<file path="src/hw/rtl/msa_pkg.sv">
// Shared types and constants for the max-distance seat allocator.
// Depends on nothing; imported by the controller, datapath and top level.
package msa_pkg;

   // Row geometry
   localparam int MAX_SEATS = 1024;
   localparam int SEAT_W    = 10;
   localparam int COUNT_W   = 11;
   localparam int WORD_W    = 32;
   localparam int BIT_W     = $clog2(WORD_W);
   localparam int NUM_WORDS = MAX_SEATS / WORD_W;
   localparam int ADDR_W    = $clog2(NUM_WORDS);
   localparam int NW_W      = ADDR_W + 1;
   localparam int LEVELS    = $clog2(WORD_W);
   localparam int HALF_W    = BIT_W - 1;

   // Result status codes
   localparam logic [1:0] STATUS_OK     = 2'd0;
   localparam logic [1:0] STATUS_FULL   = 2'd1;
   localparam logic [1:0] STATUS_BADVAC = 2'd2;

   // Operation codes
   localparam logic KIND_ASSIGN = 1'b0;
   localparam logic KIND_VACATE = 1'b1;

   typedef struct packed {
      logic              kind;
      logic [SEAT_W-1:0] seat;
   } req_type;

   typedef struct packed {
      logic [SEAT_W-1:0] chosen_seat;
      logic [1:0]        status;
   } rsp_type;

   typedef enum logic [2:0] {
      S_IDLE,
      S_SCAN,
      S_DRAIN,
      S_FINISH,
      S_VREAD,
      S_COMMIT
   } state_type;

   // Controller to datapath
   typedef struct packed {
      logic start;
      logic scan_rd;
      logic finish;
      logic vac_rd;
      logic commit;
   } cmd_type;

   // Datapath to controller
   typedef struct packed {
      logic kind;
      logic scan_last;
      logic pipe_busy;
      logic out_free;
   } stat_type;

endpackage

</file>
<file path="src/hw/rtl/msa_ctrl.sv">
// Seat allocator sequencer: assigns pass scan, drain, finish and commit;
// vacates pass read and commit. Depends on msa_pkg; drives msa_datapath.
module msa_ctrl (
   input  logic              clock,
   input  logic              reset,
   input  logic              req_valid,
   output logic              req_stall,
   input  msa_pkg::stat_type stat,
   output msa_pkg::cmd_type  cmd
);
   import msa_pkg::*;

   state_type state_ff;
   state_type state_in;

   // State register
   always_ff @(posedge clock) begin
      if (reset) begin
         state_ff <= S_IDLE;
      end else begin
         state_ff <= state_in;
      end
   end

   // Next state and commands
   always_comb begin
      state_in  = state_ff;
      cmd       = '0;
      req_stall = 1'b1;
      unique case (state_ff)
         S_IDLE: begin
            req_stall = 1'b0;
            if (req_valid) begin
               cmd.start = 1'b1;
               state_in  = S_SCAN;
            end
         end
         S_SCAN: begin
            if (stat.kind == KIND_VACATE) begin
               state_in = S_VREAD;
            end else begin
               cmd.scan_rd = 1'b1;
               if (stat.scan_last) begin
                  state_in = S_DRAIN;
               end
            end
         end
         S_DRAIN: begin
            if (!stat.pipe_busy) begin
               state_in = S_FINISH;
            end
         end
         S_FINISH: begin
            cmd.finish = 1'b1;
            state_in   = S_COMMIT;
         end
         S_VREAD: begin
            cmd.vac_rd = 1'b1;
            state_in   = S_COMMIT;
         end
         S_COMMIT: begin
            if (stat.out_free) begin
               cmd.commit = 1'b1;
               state_in   = S_IDLE;
            end
         end
         default: begin
            state_in = S_IDLE;
         end
      endcase
   end

endmodule

</file>
<file path="src/hw/rtl/msa_datapath.sv">
// Datapath of the seat allocator: occupancy memory, gap-scan pipeline,
// final seat choice, read-modify-write and response register. Uses msa_pkg.
module msa_datapath (
   input  logic                        clock,
   input  logic                        reset,
   input  msa_pkg::cmd_type            cmd,
   output msa_pkg::stat_type           stat,
   input  msa_pkg::req_type            req_data,
   input  logic                        csr_we,
   input  logic [msa_pkg::COUNT_W-1:0] csr_data,
   output logic                        rsp_valid,
   output msa_pkg::rsp_type            rsp_data,
   input  logic                        rsp_stall
);
   import msa_pkg::*;

   // Occupancy memory, one row valid bit per word
   logic [WORD_W-1:0]    mem [NUM_WORDS];
   logic [NUM_WORDS-1:0] row_valid_ff;
   logic [WORD_W-1:0]    rd_data_ff;
   logic                 rd_row_ok_ff;
   logic                 rd_en;
   logic [ADDR_W-1:0]    rd_addr;
   logic                 wr_en;
   logic [WORD_W-1:0]    wr_data;
   logic [ADDR_W-1:0]    wr_addr;

   // Configuration and item
   logic [COUNT_W-1:0] seats_ff;
   logic [COUNT_W-1:0] n_eff;
   logic [NW_W-1:0]    n_words;
   logic               kind_ff;
   logic [SEAT_W-1:0]  seat_ff;

   // Scan address
   logic [ADDR_W-1:0] scan_addr_ff;

   // Read stage
   logic              s0_v_ff;
   logic [ADDR_W-1:0] s0_word_ff;
   logic [WORD_W-1:0] s0_masked;

   // Stage A: per-bit gap to the previous set bit in the same word
   logic              a_has   [WORD_W];
   logic [BIT_W-1:0]  a_lp    [WORD_W];
   logic [BIT_W-1:0]  a_len   [WORD_W];
   logic [BIT_W:0]    a_sum   [WORD_W];
   logic [BIT_W-1:0]  a_first;
   logic [BIT_W-1:0]  a_last;
   logic              sa_v_ff;
   logic [ADDR_W-1:0] sa_word_ff;
   logic [WORD_W-1:0] sa_cand_ff;
   logic [HALF_W-1:0] sa_d_ff   [WORD_W];
   logic [BIT_W-1:0]  sa_mid_ff [WORD_W];
   logic [BIT_W-1:0]  sa_first_ff;
   logic [BIT_W-1:0]  sa_last_ff;
   logic              sa_any_ff;

   // Stage B: best local gap, earliest wins ties
   logic              t_v [LEVELS+1][WORD_W];
   logic [HALF_W-1:0] t_d [LEVELS+1][WORD_W];
   logic [BIT_W-1:0]  t_m [LEVELS+1][WORD_W];
   logic              sb_v_ff;
   logic [ADDR_W-1:0] sb_word_ff;
   logic              sb_cand_ff;
   logic [HALF_W-1:0] sb_d_ff;
   logic [BIT_W-1:0]  sb_mid_ff;
   logic [BIT_W-1:0]  sb_first_ff;
   logic [BIT_W-1:0]  sb_last_ff;
   logic              sb_any_ff;

   // Stage C: running best across words
   logic               prev_v_ff, prev_v_in;
   logic [SEAT_W-1:0]  prev_ff, prev_in;
   logic [COUNT_W-1:0] best_d_ff, best_d_in;
   logic [SEAT_W-1:0]  best_s_ff, best_s_in;
   logic [SEAT_W-1:0]  abs_first;
   logic [COUNT_W-1:0] cross_len;
   logic [COUNT_W-1:0] cross_d;
   logic [COUNT_W-1:0] cross_sum;
   logic [SEAT_W-1:0]  cross_s;
   logic               cross_v;
   logic [COUNT_W-1:0] mid_d;
   logic [SEAT_W-1:0]  mid_s;

   // Final choice
   logic               found_ff, found_in;
   logic [SEAT_W-1:0]  spot_ff, spot_in;
   logic [COUNT_W-1:0] right_d;

   // Commit
   logic [SEAT_W-1:0] target;
   logic [WORD_W-1:0] cur_word;
   logic [WORD_W-1:0] bit_mask;
   logic              vac_ok;
   rsp_type           rsp_in;
   logic              rsp_valid_ff;
   rsp_type           rsp_data_ff;

   // Clamp the row size into 1..MAX_SEATS
   always_comb begin
      priority if (seats_ff == '0) begin
         n_eff = COUNT_W'(1);
      end else if (seats_ff > COUNT_W'(MAX_SEATS)) begin
         n_eff = COUNT_W'(MAX_SEATS);
      end else begin
         n_eff = seats_ff;
      end
   end
   assign n_words = NW_W'((n_eff + COUNT_W'(WORD_W - 1)) >> BIT_W);

   // Hold configuration and the current item
   always_ff @(posedge clock) begin
      if (reset) begin
         seats_ff <= COUNT_W'(MAX_SEATS);
      end else if (csr_we) begin
         seats_ff <= csr_data;
      end
   end

   always_ff @(posedge clock) begin
      if (cmd.start) begin
         kind_ff <= req_data.kind;
         seat_ff <= req_data.seat;
      end
   end

   // Advance the scan address
   always_ff @(posedge clock) begin
      if (reset) begin
         scan_addr_ff <= '0;
      end else if (cmd.start) begin
         scan_addr_ff <= '0;
      end else if (cmd.scan_rd) begin
         scan_addr_ff <= scan_addr_ff + ADDR_W'(1);
      end
   end

   // Select the read address
   always_comb begin
      rd_en   = cmd.scan_rd | cmd.finish | cmd.vac_rd;
      priority if (cmd.scan_rd) begin
         rd_addr = scan_addr_ff;
      end else if (cmd.finish) begin
         rd_addr = spot_in[SEAT_W-1:BIT_W];
      end else begin
         rd_addr = seat_ff[SEAT_W-1:BIT_W];
      end
   end

   // Memory read and write; a row never written reads as all free
   always_ff @(posedge clock) begin
      if (rd_en) begin
         rd_data_ff <= mem[rd_addr];
      end
      if (wr_en) begin
         mem[wr_addr] <= wr_data;
      end
   end

   always_ff @(posedge clock) begin
      if (reset) begin
         row_valid_ff <= '0;
         rd_row_ok_ff <= 1'b0;
      end else begin
         if (rd_en) begin
            rd_row_ok_ff <= row_valid_ff[rd_addr];
         end
         if (wr_en) begin
            row_valid_ff[wr_addr] <= 1'b1;
         end
      end
   end

   // Track which read belongs to the scan
   always_ff @(posedge clock) begin
      if (reset) begin
         s0_v_ff <= 1'b0;
      end else begin
         s0_v_ff <= cmd.scan_rd;
      end
   end

   always_ff @(posedge clock) begin
      if (cmd.scan_rd) begin
         s0_word_ff <= scan_addr_ff;
      end
   end

   // Drop seats outside the row
   always_comb begin
      for (int j = 0; j < WORD_W; j++) begin
         s0_masked[j] = rd_row_ok_ff & rd_data_ff[j] &
                        (COUNT_W'({s0_word_ff, BIT_W'(j)}) < n_eff);
      end
   end

   // Stage A: previous set bit for each position, first and last set bits
   always_comb begin
      for (int j = 0; j < WORD_W; j++) begin
         a_has[j] = 1'b0;
         a_lp[j]  = '0;
         for (int k = 0; k < j; k++) begin
            if (s0_masked[k]) begin
               a_has[j] = 1'b1;
               a_lp[j]  = BIT_W'(k);
            end
         end
         a_len[j] = BIT_W'(j) - a_lp[j];
         a_sum[j] = {1'b0, a_lp[j]} + (BIT_W + 1)'(j);
      end
      a_first = '0;
      for (int j = WORD_W - 1; j >= 0; j--) begin
         if (s0_masked[j]) begin
            a_first = BIT_W'(j);
         end
      end
      a_last = '0;
      for (int j = 0; j < WORD_W; j++) begin
         if (s0_masked[j]) begin
            a_last = BIT_W'(j);
         end
      end
   end

   always_ff @(posedge clock) begin
      if (reset) begin
         sa_v_ff <= 1'b0;
      end else begin
         sa_v_ff <= s0_v_ff;
      end
   end

   always_ff @(posedge clock) begin
      sa_word_ff  <= s0_word_ff;
      sa_first_ff <= a_first;
      sa_last_ff  <= a_last;
      sa_any_ff   <= |s0_masked;
      for (int j = 0; j < WORD_W; j++) begin
         sa_cand_ff[j] <= s0_masked[j] & a_has[j] & (a_len[j] >= BIT_W'(2));
         sa_d_ff[j]    <= a_len[j][BIT_W-1:1];
         sa_mid_ff[j]  <= a_sum[j][BIT_W:1];
      end
   end

   // Stage B: reduce the word's gaps in a tree, left side wins ties
   always_comb begin
      for (int i = 0; i < WORD_W; i++) begin
         t_v[0][i] = sa_cand_ff[i];
         t_d[0][i] = sa_d_ff[i];
         t_m[0][i] = sa_mid_ff[i];
      end
      for (int l = 1; l <= LEVELS; l++) begin
         for (int i = 0; i < WORD_W; i++) begin
            t_v[l][i] = 1'b0;
            t_d[l][i] = '0;
            t_m[l][i] = '0;
         end
         for (int i = 0; i < (WORD_W >> l); i++) begin
            if (t_v[l-1][2*i+1] &&
                (!t_v[l-1][2*i] || (t_d[l-1][2*i+1] > t_d[l-1][2*i]))) begin
               t_v[l][i] = 1'b1;
               t_d[l][i] = t_d[l-1][2*i+1];
               t_m[l][i] = t_m[l-1][2*i+1];
            end else begin
               t_v[l][i] = t_v[l-1][2*i];
               t_d[l][i] = t_d[l-1][2*i];
               t_m[l][i] = t_m[l-1][2*i];
            end
         end
      end
   end

   always_ff @(posedge clock) begin
      if (reset) begin
         sb_v_ff <= 1'b0;
      end else begin
         sb_v_ff <= sa_v_ff;
      end
   end

   always_ff @(posedge clock) begin
      sb_word_ff  <= sa_word_ff;
      sb_cand_ff  <= t_v[LEVELS][0];
      sb_d_ff     <= t_d[LEVELS][0];
      sb_mid_ff   <= t_m[LEVELS][0];
      sb_first_ff <= sa_first_ff;
      sb_last_ff  <= sa_last_ff;
      sb_any_ff   <= sa_any_ff;
   end

   // Stage C: gap across the word boundary first, then the word's own best
   always_comb begin
      abs_first = {sb_word_ff, sb_first_ff};
      cross_sum = {1'b0, prev_ff} + {1'b0, abs_first};
      cross_len = {1'b0, abs_first} - {1'b0, prev_ff};
      if (!prev_v_ff) begin
         cross_d = {1'b0, abs_first};
         cross_s = '0;
         cross_v = (abs_first != '0);
      end else begin
         cross_d = cross_len >> 1;
         cross_s = cross_sum[COUNT_W-1:1];
         cross_v = (cross_len >= COUNT_W'(2));
      end
      if (cross_v && (cross_d > best_d_ff)) begin
         mid_d = cross_d;
         mid_s = cross_s;
      end else begin
         mid_d = best_d_ff;
         mid_s = best_s_ff;
      end
      prev_v_in = prev_v_ff;
      prev_in   = prev_ff;
      best_d_in = best_d_ff;
      best_s_in = best_s_ff;
      if (cmd.start) begin
         prev_v_in = 1'b0;
         best_d_in = '0;
      end else if (sb_v_ff && sb_any_ff) begin
         prev_v_in = 1'b1;
         prev_in   = {sb_word_ff, sb_last_ff};
         if (sb_cand_ff && (COUNT_W'(sb_d_ff) > mid_d)) begin
            best_d_in = COUNT_W'(sb_d_ff);
            best_s_in = {sb_word_ff, sb_mid_ff};
         end else begin
            best_d_in = mid_d;
            best_s_in = mid_s;
         end
      end
   end

   always_ff @(posedge clock) begin
      if (reset) begin
         prev_v_ff <= 1'b0;
         best_d_ff <= '0;
      end else begin
         prev_v_ff <= prev_v_in;
         best_d_ff <= best_d_in;
      end
   end

   always_ff @(posedge clock) begin
      prev_ff   <= prev_in;
      best_s_ff <= best_s_in;
   end

   // Close with the right edge gap and pick the seat
   always_comb begin
      right_d = n_eff - COUNT_W'(1) - {1'b0, prev_ff};
      priority if (!prev_v_ff) begin
         spot_in  = '0;
         found_in = 1'b1;
      end else if (right_d > best_d_ff) begin
         spot_in  = SEAT_W'(n_eff - COUNT_W'(1));
         found_in = 1'b1;
      end else begin
         spot_in  = best_s_ff;
         found_in = (best_d_ff != '0);
      end
   end

   always_ff @(posedge clock) begin
      if (cmd.finish) begin
         spot_ff  <= spot_in;
         found_ff <= found_in;
      end
   end

   // Read-modify-write of the target seat and result
   always_comb begin
      target   = (kind_ff == KIND_VACATE) ? seat_ff : spot_ff;
      cur_word = rd_row_ok_ff ? rd_data_ff : '0;
      bit_mask = WORD_W'(1) << target[BIT_W-1:0];
      vac_ok   = ({1'b0, seat_ff} < n_eff) && ((cur_word & bit_mask) != '0);
      wr_addr  = target[SEAT_W-1:BIT_W];
      if (kind_ff == KIND_VACATE) begin
         wr_en              = cmd.commit & vac_ok;
         wr_data            = cur_word & ~bit_mask;
         rsp_in.chosen_seat = seat_ff;
         rsp_in.status      = vac_ok ? STATUS_OK : STATUS_BADVAC;
      end else begin
         wr_en              = cmd.commit & found_ff;
         wr_data            = cur_word | bit_mask;
         rsp_in.chosen_seat = found_ff ? spot_ff : '0;
         rsp_in.status      = found_ff ? STATUS_OK : STATUS_FULL;
      end
   end

   // Output register: load on commit, drop once taken
   always_ff @(posedge clock) begin
      if (reset) begin
         rsp_valid_ff <= 1'b0;
      end else if (cmd.commit) begin
         rsp_valid_ff <= 1'b1;
      end else if (!rsp_stall) begin
         rsp_valid_ff <= 1'b0;
      end
   end

   always_ff @(posedge clock) begin
      if (cmd.commit) begin
         rsp_data_ff <= rsp_in;
      end
   end

   assign rsp_valid = rsp_valid_ff;
   assign rsp_data  = rsp_data_ff;

   // Status to the controller
   assign stat.kind      = kind_ff;
   assign stat.scan_last = ({1'b0, scan_addr_ff} + NW_W'(1)) >= n_words;
   assign stat.pipe_busy = s0_v_ff | sa_v_ff | sb_v_ff;
   assign stat.out_free  = !rsp_valid_ff || !rsp_stall;

endmodule

</file>
<file path="src/hw/rtl/max_distance_seat_allocator.sv">
// Max-distance seat allocator, top level. Uses msa_pkg, msa_ctrl, msa_datapath.
// Assign: one 32-seat word read per cycle into a three-stage gap pipeline,
// then the seat choice and commit; the next item is taken only after commit.
// Vacate: one word read and write; the next item is taken only after commit.
// A stalled result holds the commit. Reset (synchronous, active high) frees
// every seat through per-word valid bits and sets the row size to 1024.
module max_distance_seat_allocator (
   input  logic                        clock,
   input  logic                        reset,
   input  logic                        req_valid,
   output logic                        req_stall,
   input  msa_pkg::req_type            req_data,
   output logic                        rsp_valid,
   input  logic                        rsp_stall,
   output msa_pkg::rsp_type            rsp_data,
   input  logic                        csr_valid,
   output logic                        csr_ready,
   input  logic [msa_pkg::COUNT_W-1:0] csr_data
);
   import msa_pkg::*;

   cmd_type  cmd;
   stat_type stat;

   // Row size register takes writes at any time
   assign csr_ready = 1'b1;

   msa_ctrl u_ctrl (
      .clock     (clock),
      .reset     (reset),
      .req_valid (req_valid),
      .req_stall (req_stall),
      .stat      (stat),
      .cmd       (cmd)
   );

   msa_datapath u_datapath (
      .clock     (clock),
      .reset     (reset),
      .cmd       (cmd),
      .stat      (stat),
      .req_data  (req_data),
      .csr_we    (csr_valid & csr_ready),
      .csr_data  (csr_data),
      .rsp_valid (rsp_valid),
      .rsp_data  (rsp_data),
      .rsp_stall (rsp_stall)
   );

`ifndef SYNTH
   // An accepted transaction keeps the input side closed next cycle
   a_busy_after_accept: assert property (@(posedge clock) disable iff (reset)
      (req_valid && !req_stall) |=> req_stall)
      else $error("input accepted twice in a row");

   // A commit always presents a result in the next cycle
   a_commit_shows: assert property (@(posedge clock) disable iff (reset)
      cmd.commit |=> rsp_valid)
      else $error("commit did not present a result");

   // A full row reports seat zero
   a_full_seat: assert property (@(posedge clock) disable iff (reset)
      (rsp_valid && (rsp_data.status == STATUS_FULL)) |-> (rsp_data.chosen_seat == '0))
      else $error("full status with nonzero seat");

   // No commit while the output register still holds an untaken result
   a_no_overwrite: assert property (@(posedge clock) disable iff (reset)
      cmd.commit |-> (!rsp_valid || !rsp_stall))
      else $error("result overwritten");
`endif

endmodule
</file>
<file path="config.mk">
export PLATFORM = sky130hd
export DESIGN_NAME = max_distance_seat_allocator
export DESIGN_NICKNAME = d
export VERILOG_FILES = /design/src/hw/rtl/msa_pkg.sv /design/src/hw/rtl/msa_ctrl.sv /design/src/hw/rtl/msa_datapath.sv /design/src/hw/rtl/max_distance_seat_allocator.sv
export SDC_FILE = /design/constraint.sdc
export NUM_CORES = 2
export LEC_CHECK = 0
export BUFFER_PORTS_ARGS = -buffer_cell sky130_fd_sc_hd__buf_2
export CAP_MARGIN = 20
export CORE_MARGIN = 2
export CORE_UTILIZATION = 45
export CTS_CLUSTER_SIZE = 20
export DETAILED_ROUTE_END_ITERATION = 10
export PLACE_DENSITY = 0.66
export SKIP_LAST_GASP = 1
export SYNTH_ARGS = -nofsm -noshare
export SYNTH_HDL_FRONTEND = slang
export SYNTH_SLANG_ARGS = --single-unit
</file>
<file path="constraint.sdc">
create_clock -name clock -period 8.6 [get_ports clock]
set_input_delay 2.15 -clock clock [delete_from_list [all_inputs] [get_ports clock]]
set_output_delay 2.15 -clock clock [all_outputs]
set_load 0.1 [all_outputs]
</file>
# Yosys cells after proc, flatten, opt, wreduce, memory -nomap -nowiden
# Memories as Yosys holds them, arrays and structs flattened. A register that Yosys moved wholly into a read port is not among the register bits.
# Index checks and enable logic that the tools add are counted.
[totals]
ff_bits = 199
latchBits = 0
ram_bits = 1312
romBits = 0
in_bits = 27
output_inout_bits = 15
n_memories = 3
[op_classes]
addsub = 67
mul = 0
div = 0
order_cmp = 101
eq_ne = 10
shift = 1
n_mux = 225
bitwise = 137
n_reduce_logical = 112
[mem_list]
columns = ["name", "words", "width", "read_ports", "rd_ports_with_merged_regs", "wr", "line_no", "text"]
rows = [
  ["u_datapath.mem", 32, 32, 1, 1, 1, "msa_datapath.sv:18", "logic [WORD_W-1:0] mem [NUM_WORDS];"],
  ["u_datapath.sa_mid_ff", 32, 5, 31, 0, 32, "msa_datapath.sv:54", "logic [BIT_W-1:0] sa_mid_ff [WORD_W];"],
  ["u_datapath.sa_d_ff", 32, 4, 31, 0, 32, "msa_datapath.sv:53", "logic [HALF_W-1:0] sa_d_ff [WORD_W];"],
]
[op_table]
columns = ["op", "count"]
rows = [
  ["5-bit two-way mux", 77],
  ["10-bit by 11-bit < comparator with 1-bit output", 33],
  ["4-bit two-way mux", 38],
  ["5-bit by 2-bit greater-or-equal comparator with 1-bit output, second input constant", 30],
  ["1-bit AND", 126],
  ["4-bit greater-than comparator", 29],
  ["5-bit by 5-bit adder with 6-bit output, second input constant", 16],
  ["1-bit two-way mux", 80],
  ["10-bit two-way mux", 8],
  ["5-bit subtractor, first input constant", 16],
  ["32-bit AND", 2],
  ["32-bit two-way mux", 2],
  ["32-bit OR", 2],
  ["5-bit by 4-bit adder with 6-bit output, second input constant", 8],
  ["11-bit two-way mux", 4],
  ["4-bit by 5-bit subtractor with 5-bit output, first input constant", 8],
  ["1-bit logical AND", 34],
  ["32-bit inverter", 1],
  ["32-bit nonzero test", 1],
  ["32-bit OR reduction", 1],
  ["1-bit by 5-bit << shifter with 32-bit output, first input constant", 1],
  ["1-bit zero test", 31],
  ["1-bit logical OR", 30],
  ["3-bit two-way mux", 9],
  ["other kinds (46)", 66],
]

# Logic depth before layout (Yosys ltp)
[depth]
depth_word = 38
depth_mapped = 51

# Hierarchy
# Synthesis repeated with hierarchy kept, for this count alone.
[hier_totals]
hier_cells = 5992
area_unflattened_um2 = 67160.7
[modules_own_cells]
columns = ["mod", "instances", "cells_per_inst", "area_per_inst_um2"]
rows = [
  ["msa_datapath", 1, 5963, 66924.2],
  ["msa_ctrl", 1, 27, 225.2],
  ["max_distance_seat_allocator", 1, 2, 11.3],
]

# Worst setup path after synthesis
# No wires, ideal clock.
[synth_path]
path_type = "reg2reg"
startpoint = "memory u_datapath.sa_d_ff[3][9] (netlist name)"
endpoint = "register u_datapath.sb_d_ff[2]"
setup_ns = 0.072
arrival_ns = 8.379
setup_slack_ns = 0.149
path_stages_with_launch = 50
path_buffers = 4
period_less_slack_ns = 8.451
path_cell_list = "dfxtp_1 > inv_1 > ha_1 > nor2b_1 > o21ai_0 > nand2b_1 > a21oi_1 > a41o_1 > a21boi_0 > buf_1 > mux2i_1 > inv_1 > ha_1 > nor2b_1 > o21ai_0 > nand2b_1 > a21oi_1 > a41oi_1 > (+14 left out) > ha_1 > nor2b_1 > o21ai_0 > nand2b_1 > a21oi_1 > a41o_1 > a21boi_0 > clkbuf_1 > mux2_2 > inv_1 > ha_1 > o21ai_0 > nand2b_1 > a21oi_1 > a41o_1 > a21oi_1 > clkbuf_1 > mux2i_1"
[synth_rtl]
columns = ["element", "line_no", "text"]
rows = [
  ["start: declaration", "msa_datapath.sv:53", ""],
  ["end signal: assignment", "msa_datapath.sv:285", "sb_d_ff <= t_d[LEVELS][0];"],
  ["end: declaration", "msa_datapath.sv:66", "logic [HALF_W-1:0] sb_d_ff;"],
]

# Worst setup path after layout
[layout_path]
startpoint = "register u_datapath.seats_ff[5]"
endpoint = "register u_datapath.rd_data_ff[3] (read register of u_datapath.mem), data pin"
[layout_between]
elab_chain_cells = 10
elab_cells_between_ends = 11
classes_between = "add/sub (2); order compare (2); mux (6); reduce/logical (1)"
[layout_rtl]
columns = ["element", "line_no", "text"]
rows = [
  ["start: declaration", "msa_datapath.sv:29", "logic [COUNT_W-1:0] seats_ff;"],
  ["start signal: assignment", "msa_datapath.sv:115", "seats_ff <= COUNT_W'(MAX_SEATS);"],
  ["start signal: assignment", "msa_datapath.sv:117", "seats_ff <= csr_data;"],
  ["11-bit greater-than comparator", "msa_datapath.sv:104", "end else if (seats_ff > COUNT_W'(MAX_SEATS)) begin"],
  ["11-bit two-way mux", "msa_datapath.sv:104", ""],
  ["11-bit two-way mux *", "msa_datapath.sv:102", "priority if (seats_ff == '0) begin"],
  ["11-bit by 1-bit subtractor with 11-bit output *", "msa_datapath.sv:350", "right_d = n_eff - COUNT_W'(1) - {1'b0, prev_ff};"],
  ["11-bit by 10-bit subtractor with 11-bit output", "msa_datapath.sv:350", ""],
  ["11-bit greater-than comparator", "msa_datapath.sv:354", "end else if (right_d > best_d_ff) begin"],
  ["10-bit two-way mux *", "msa_datapath.sv:354", ""],
  ["10-bit two-way mux *", "msa_datapath.sv:351", "priority if (!prev_v_ff) begin"],
  ["via u_datapath.spot_in[8]", "msa_datapath.sv:88", "logic [SEAT_W-1:0] spot_ff, spot_in;"],
  ["5-bit two-way mux *", "msa_datapath.sv:144", "end else if (cmd.finish) begin"],
  ["5-bit two-way mux *", "msa_datapath.sv:142", "priority if (cmd.scan_rd) begin"],
  ["end: declaration", "msa_datapath.sv:20", "logic [WORD_W-1:0] rd_data_ff;"],
]
# The timed path passes the listed nets; every way through them passes the cells marked *.
# A chain may end at the register's enable or synchronous reset.

==> results.md <==
- Status: complete, no violations
- CTS tree: yes
- Setup-failing EPs final: 0
- Max cap viols: 0
- Final net count: roughly 6600
- First-pass GRT wire length: between 200 and 300 mm
- CP max FO: 18
- Placed Area: between 0.07 and 0.08 mm^2
- Vias: between 40000 and 50000
- Number of detailed-route iterations in the first pass: 6
- Setup TNS Final: 0 ns
- WHS Path Cells: 0
- Final Hold Viols: 0
- Routed length per instance: between 20 and 25 um
- Seq cells post-synth: 1482
- Syn_area_per_cell: 10.9 um^2
- # port buffers: 40
- Core Region: 0.150 mm^2
- Min-delay src: u_datapath.sa_word_ff[0]
- Crit-path most repeated cell: o21ai_0
- PwrDens: 280 mW/mm^2
- H-tree Lvls: 4
- Starting Density: 0.453
- Hold Crit Endpoint: u_datapath.sb_word_ff[0]
- CP Class: reg -> reg
- Initial DRC count: between 6000 and 7000
- Final hold slack: 0.302 ns
- Post-route DRC: 0
- Post-synth EDFFs: between 1000 and 1500
- Detailed placement HPWL: 125 mm
- Setup Skew: 0.0555 ns
- Layout cell share with drive strength beyond 1: 0.0968
- RSZ-0062 raised after global routing: yes
- Area growth syn-to-layout: 12.6%
- Die area: 0.154 mm^2
- Total power draw: around 21 mW
- Initial antenna violation count: 0
- CTS Buf Count: 153
- RR Startpoint: u_datapath.seats_ff[5]
- Worst reg2reg endpoint: u_datapath.rd_data_ff[3]
- Register area share after synthesis: 0.602
- Routed vias/inst: ~5.8
- Internal reg-to-reg setup slack: 0.52 ns
- Tot GR Track Use: 0.258
- Worst slew margin: 0.206
- R2R cell count: 29
- Static Leak: just under 30 nW
- HP Class: reg -> reg
- F_max: 124 MHz
- Cell Rows: around 140
- Max-slew violation count: 0
- Post-route cell area: 0.0764 mm^2
- Clock root cell: clkbuf_16
- Synthesized cell area: 0.0679 mm^2
- Worst path slowest cell: nor2_4
- WP data arrival: around 8.6 ns
- Worst VDD drop: 0.000185 V
- Main synth FF type: edfxtp_1
- Die W: just under 400 um
- Clock latency on the worst-skew pair: 0.82 ns
- Overflow after GRT: 0
- Max Root-Sink Buffers: 3
- Post-synth ARST share: 0
- Largest net degree at the start of global routing: 99
- Drt total wl: ~200 mm
- Vias in the first global route: approximately 46000
- Worst path max stage delay: approximately 0.84 ns
- I/O Pins: 42
- Netlist cell types: 115
- RD Place Congestion: around 0.95
- Req. time, crit path: 9.14 ns
- CTS sink count: 1482
- CP Launch Type: flip-flop
- Worst Max-Slew Pin Slew: 1.19 ns
- Warnings, synthesis: 0
- Antenna viol nets, final: 0
- Period utilization: 0.940
- CTS Hold Buffers Added: 0
- Chip Height: around 390 um
- CP Capture Type: flip-flop
- Fin crit period: 8.08 ns
- CTS clock-pin slew for the worst setup and hold paths: 0.07 ns
- Mapped Cells: just over 6000
-- flip-flops by register name, indices dropped and copies added, names as in the netlist, 10 cells and up --
| register | flops |
|---|---|
| u_datapath.best_d_ff | 11 |
| u_datapath.best_s_ff | 10 |
| u_datapath.mem | 1024 |
| u_datapath.prev_ff | 10 |
| u_datapath.rd_data_ff | 32 |
| u_datapath.row_valid_ff | 32 |
| u_datapath.rsp_data | 12 |
| u_datapath.sa_cand_ff | 30 |
| u_datapath.sa_d_ff | 107 |
| u_datapath.sa_mid_ff | 120 |
| u_datapath.seat_ff | 10 |
| u_datapath.seats_ff | 11 |
| u_datapath.spot_ff | 10 |
-- logic make-up (layout without fill, tap and decap cells) --
family | count (synthesis) | after routing | synth area share
other cells | 2 | 7 | 0.000111
simple gates | 2739 | 2739 | 0.181
buf+inv | 621 | 776 | 0.0368
fa+ha+maj | 281 | 281 | 0.0521
flops | 1482 | 1482 | 0.602
xor+xnor | 94 | 94 | 0.0122
mux | 235 | 235 | 0.0356
compound gates | 784 | 785 | 0.0807
-- power breakdown --
part	internal, mW	switching (mW)
logic	2.22	3.93
registers	8.39	0.384
clock network	3.60	2.89
-- metal layers --
metal / vias to the layer above / share of wire / track usage
li1: 22355 / - / -
met1: 23899 / 0.42 / 0.362
met2: 2198 / 0.45 / 0.404
met3: 401 / 0.092 / 0.0426
met4: 0 / 0.035 / 0.0900
met5: - / 0 / 0
-- worst max path at each step --
stage / start / to / cells past startpoint
floorplan: u_datapath.sa_d_ff[3][9] / u_datapath.sb_d_ff[2] / 49
detailed placement: u_datapath.sa_d_ff[2][9] / u_datapath.sb_mid_ff[1] / 48
finish: u_datapath.seats_ff[5] / u_datapath.rd_data_ff[3] / 29
global placement: u_datapath.sa_d_ff[2][9] / u_datapath.sb_mid_ff[1] / 49
CTS: u_datapath.sa_d_ff[2][9] / u_datapath.sb_mid_ff[1] / 48
global route: u_datapath.sa_d_ff[1][9] / u_datapath.sb_mid_ff[1] / 49
-- per-stage QoR --
stage / worst slack [ns] / cells / utilization
final: 0.520 / 8415 / 0.510
after global routing: -0.112 / 8413 / 0.510
after CTS: 0.0299 / 8401 / 0.509
after detailed placement: 0.150 / 8123 / 0.476
after global placement: 0.216 / 8118 / 0.475
after floorplan: 0.149 / 6241 / -
-- synthesized netlist by cell type, drive strengths merged, types with 8 or more instances --
| library cell | n | share of area |
|---|---|---|
| a211oi | 45 | 0.0051 |
| a21boi | 17 | 0.0019 |
| a21o | 26 | 0.0029 |
| a21oi | 137 | 0.010 |
| a31oi | 23 | 0.0021 |
| a32oi | 8 | 0.0010 |
| a41o | 14 | 0.0021 |
| a41oi | 10 | 0.0013 |
| and2 | 29 | 0.0027 |
| and3 | 18 | 0.0017 |
| and4 | 34 | 0.0044 |
| buf | 127 | 0.0091 |
| clkbuf | 209 | 0.012 |
| dfxtp | 367 | 0.11 |
| edfxtp | 1115 | 0.49 |
| ha | 278 | 0.051 |
| inv | 282 | 0.016 |
| mux2 | 26 | 0.0043 |
| mux2i | 207 | 0.031 |
| nand2 | 1425 | 0.079 |
| nand2b | 47 | 0.0043 |
| nand3 | 696 | 0.051 |
| nand4 | 21 | 0.0019 |
| nor2 | 257 | 0.015 |
| nor2b | 57 | 0.0053 |
| nor3 | 51 | 0.0040 |
| nor3b | 9 | 0.0010 |
| nor4 | 24 | 0.0025 |
| o211ai | 157 | 0.017 |
| o21a | 22 | 0.0024 |
| o21ai | 144 | 0.011 |
| o21bai | 11 | 0.0013 |
| o22a | 8 | 0.0010 |
| o22ai | 24 | 0.0023 |
| o2bb2ai | 19 | 0.0025 |
| o31a | 8 | 0.0010 |
| o31ai | 20 | 0.0022 |
| or2 | 20 | 0.0018 |
| or3 | 23 | 0.0021 |
| or4 | 8 | 0.00088 |
| xnor2 | 70 | 0.0091 |
| xor2 | 24 | 0.0031 |
-- repair_timing --
item,4_1_cts,5_1_grt
buffers inserted,0,6
gates resized for setup,0,33
setup endpoints to repair,0,42
-- cell usage in the layout, fill, tap and decap left out, drive strengths merged, types with 26 or more instances in the layout --
cell       n
nor3      51
edfxtp  1115
nand2b    47
buf      212
nor2b     57
a21o      26
a211oi    45
dfxtp    367
nor2     257
mux2i    207
a21oi    137
mux2      26
o211ai   157
clkbuf   212
and4      34
inv      286
ha       278
nand3    696
and2      29
xnor2     70
nand2   1425
clkinv    56
o21ai    144
-- worst max-delay path, delay by kind of cell (launching register included) --
kind	cells	cell delay (ns)
simple gates	10	3.00
compound gates	13	2.76
fa+ha+maj	3	0.99
buf+inv	2	0.50
flops	1	0.43
xor+xnor	1	0.11
-- final cells by class --
| cell class | instances | area (um^2) |
|---|---|---|
| sequential | 1482 | 40800 |
| antenna | 2 | 5.00 |
| inverter | 285 | 1100 |
| fill | 13057 | 73400 |
| clock inverter | 67 | 744 |
| multi-input combinational | 4139 | 25100 |
| clock buffer | 211 | 4170 |
| timing repair buffer | 213 | 1940 |
| tap | 2016 | 2520 |
(Power assumes the default switching activity.)
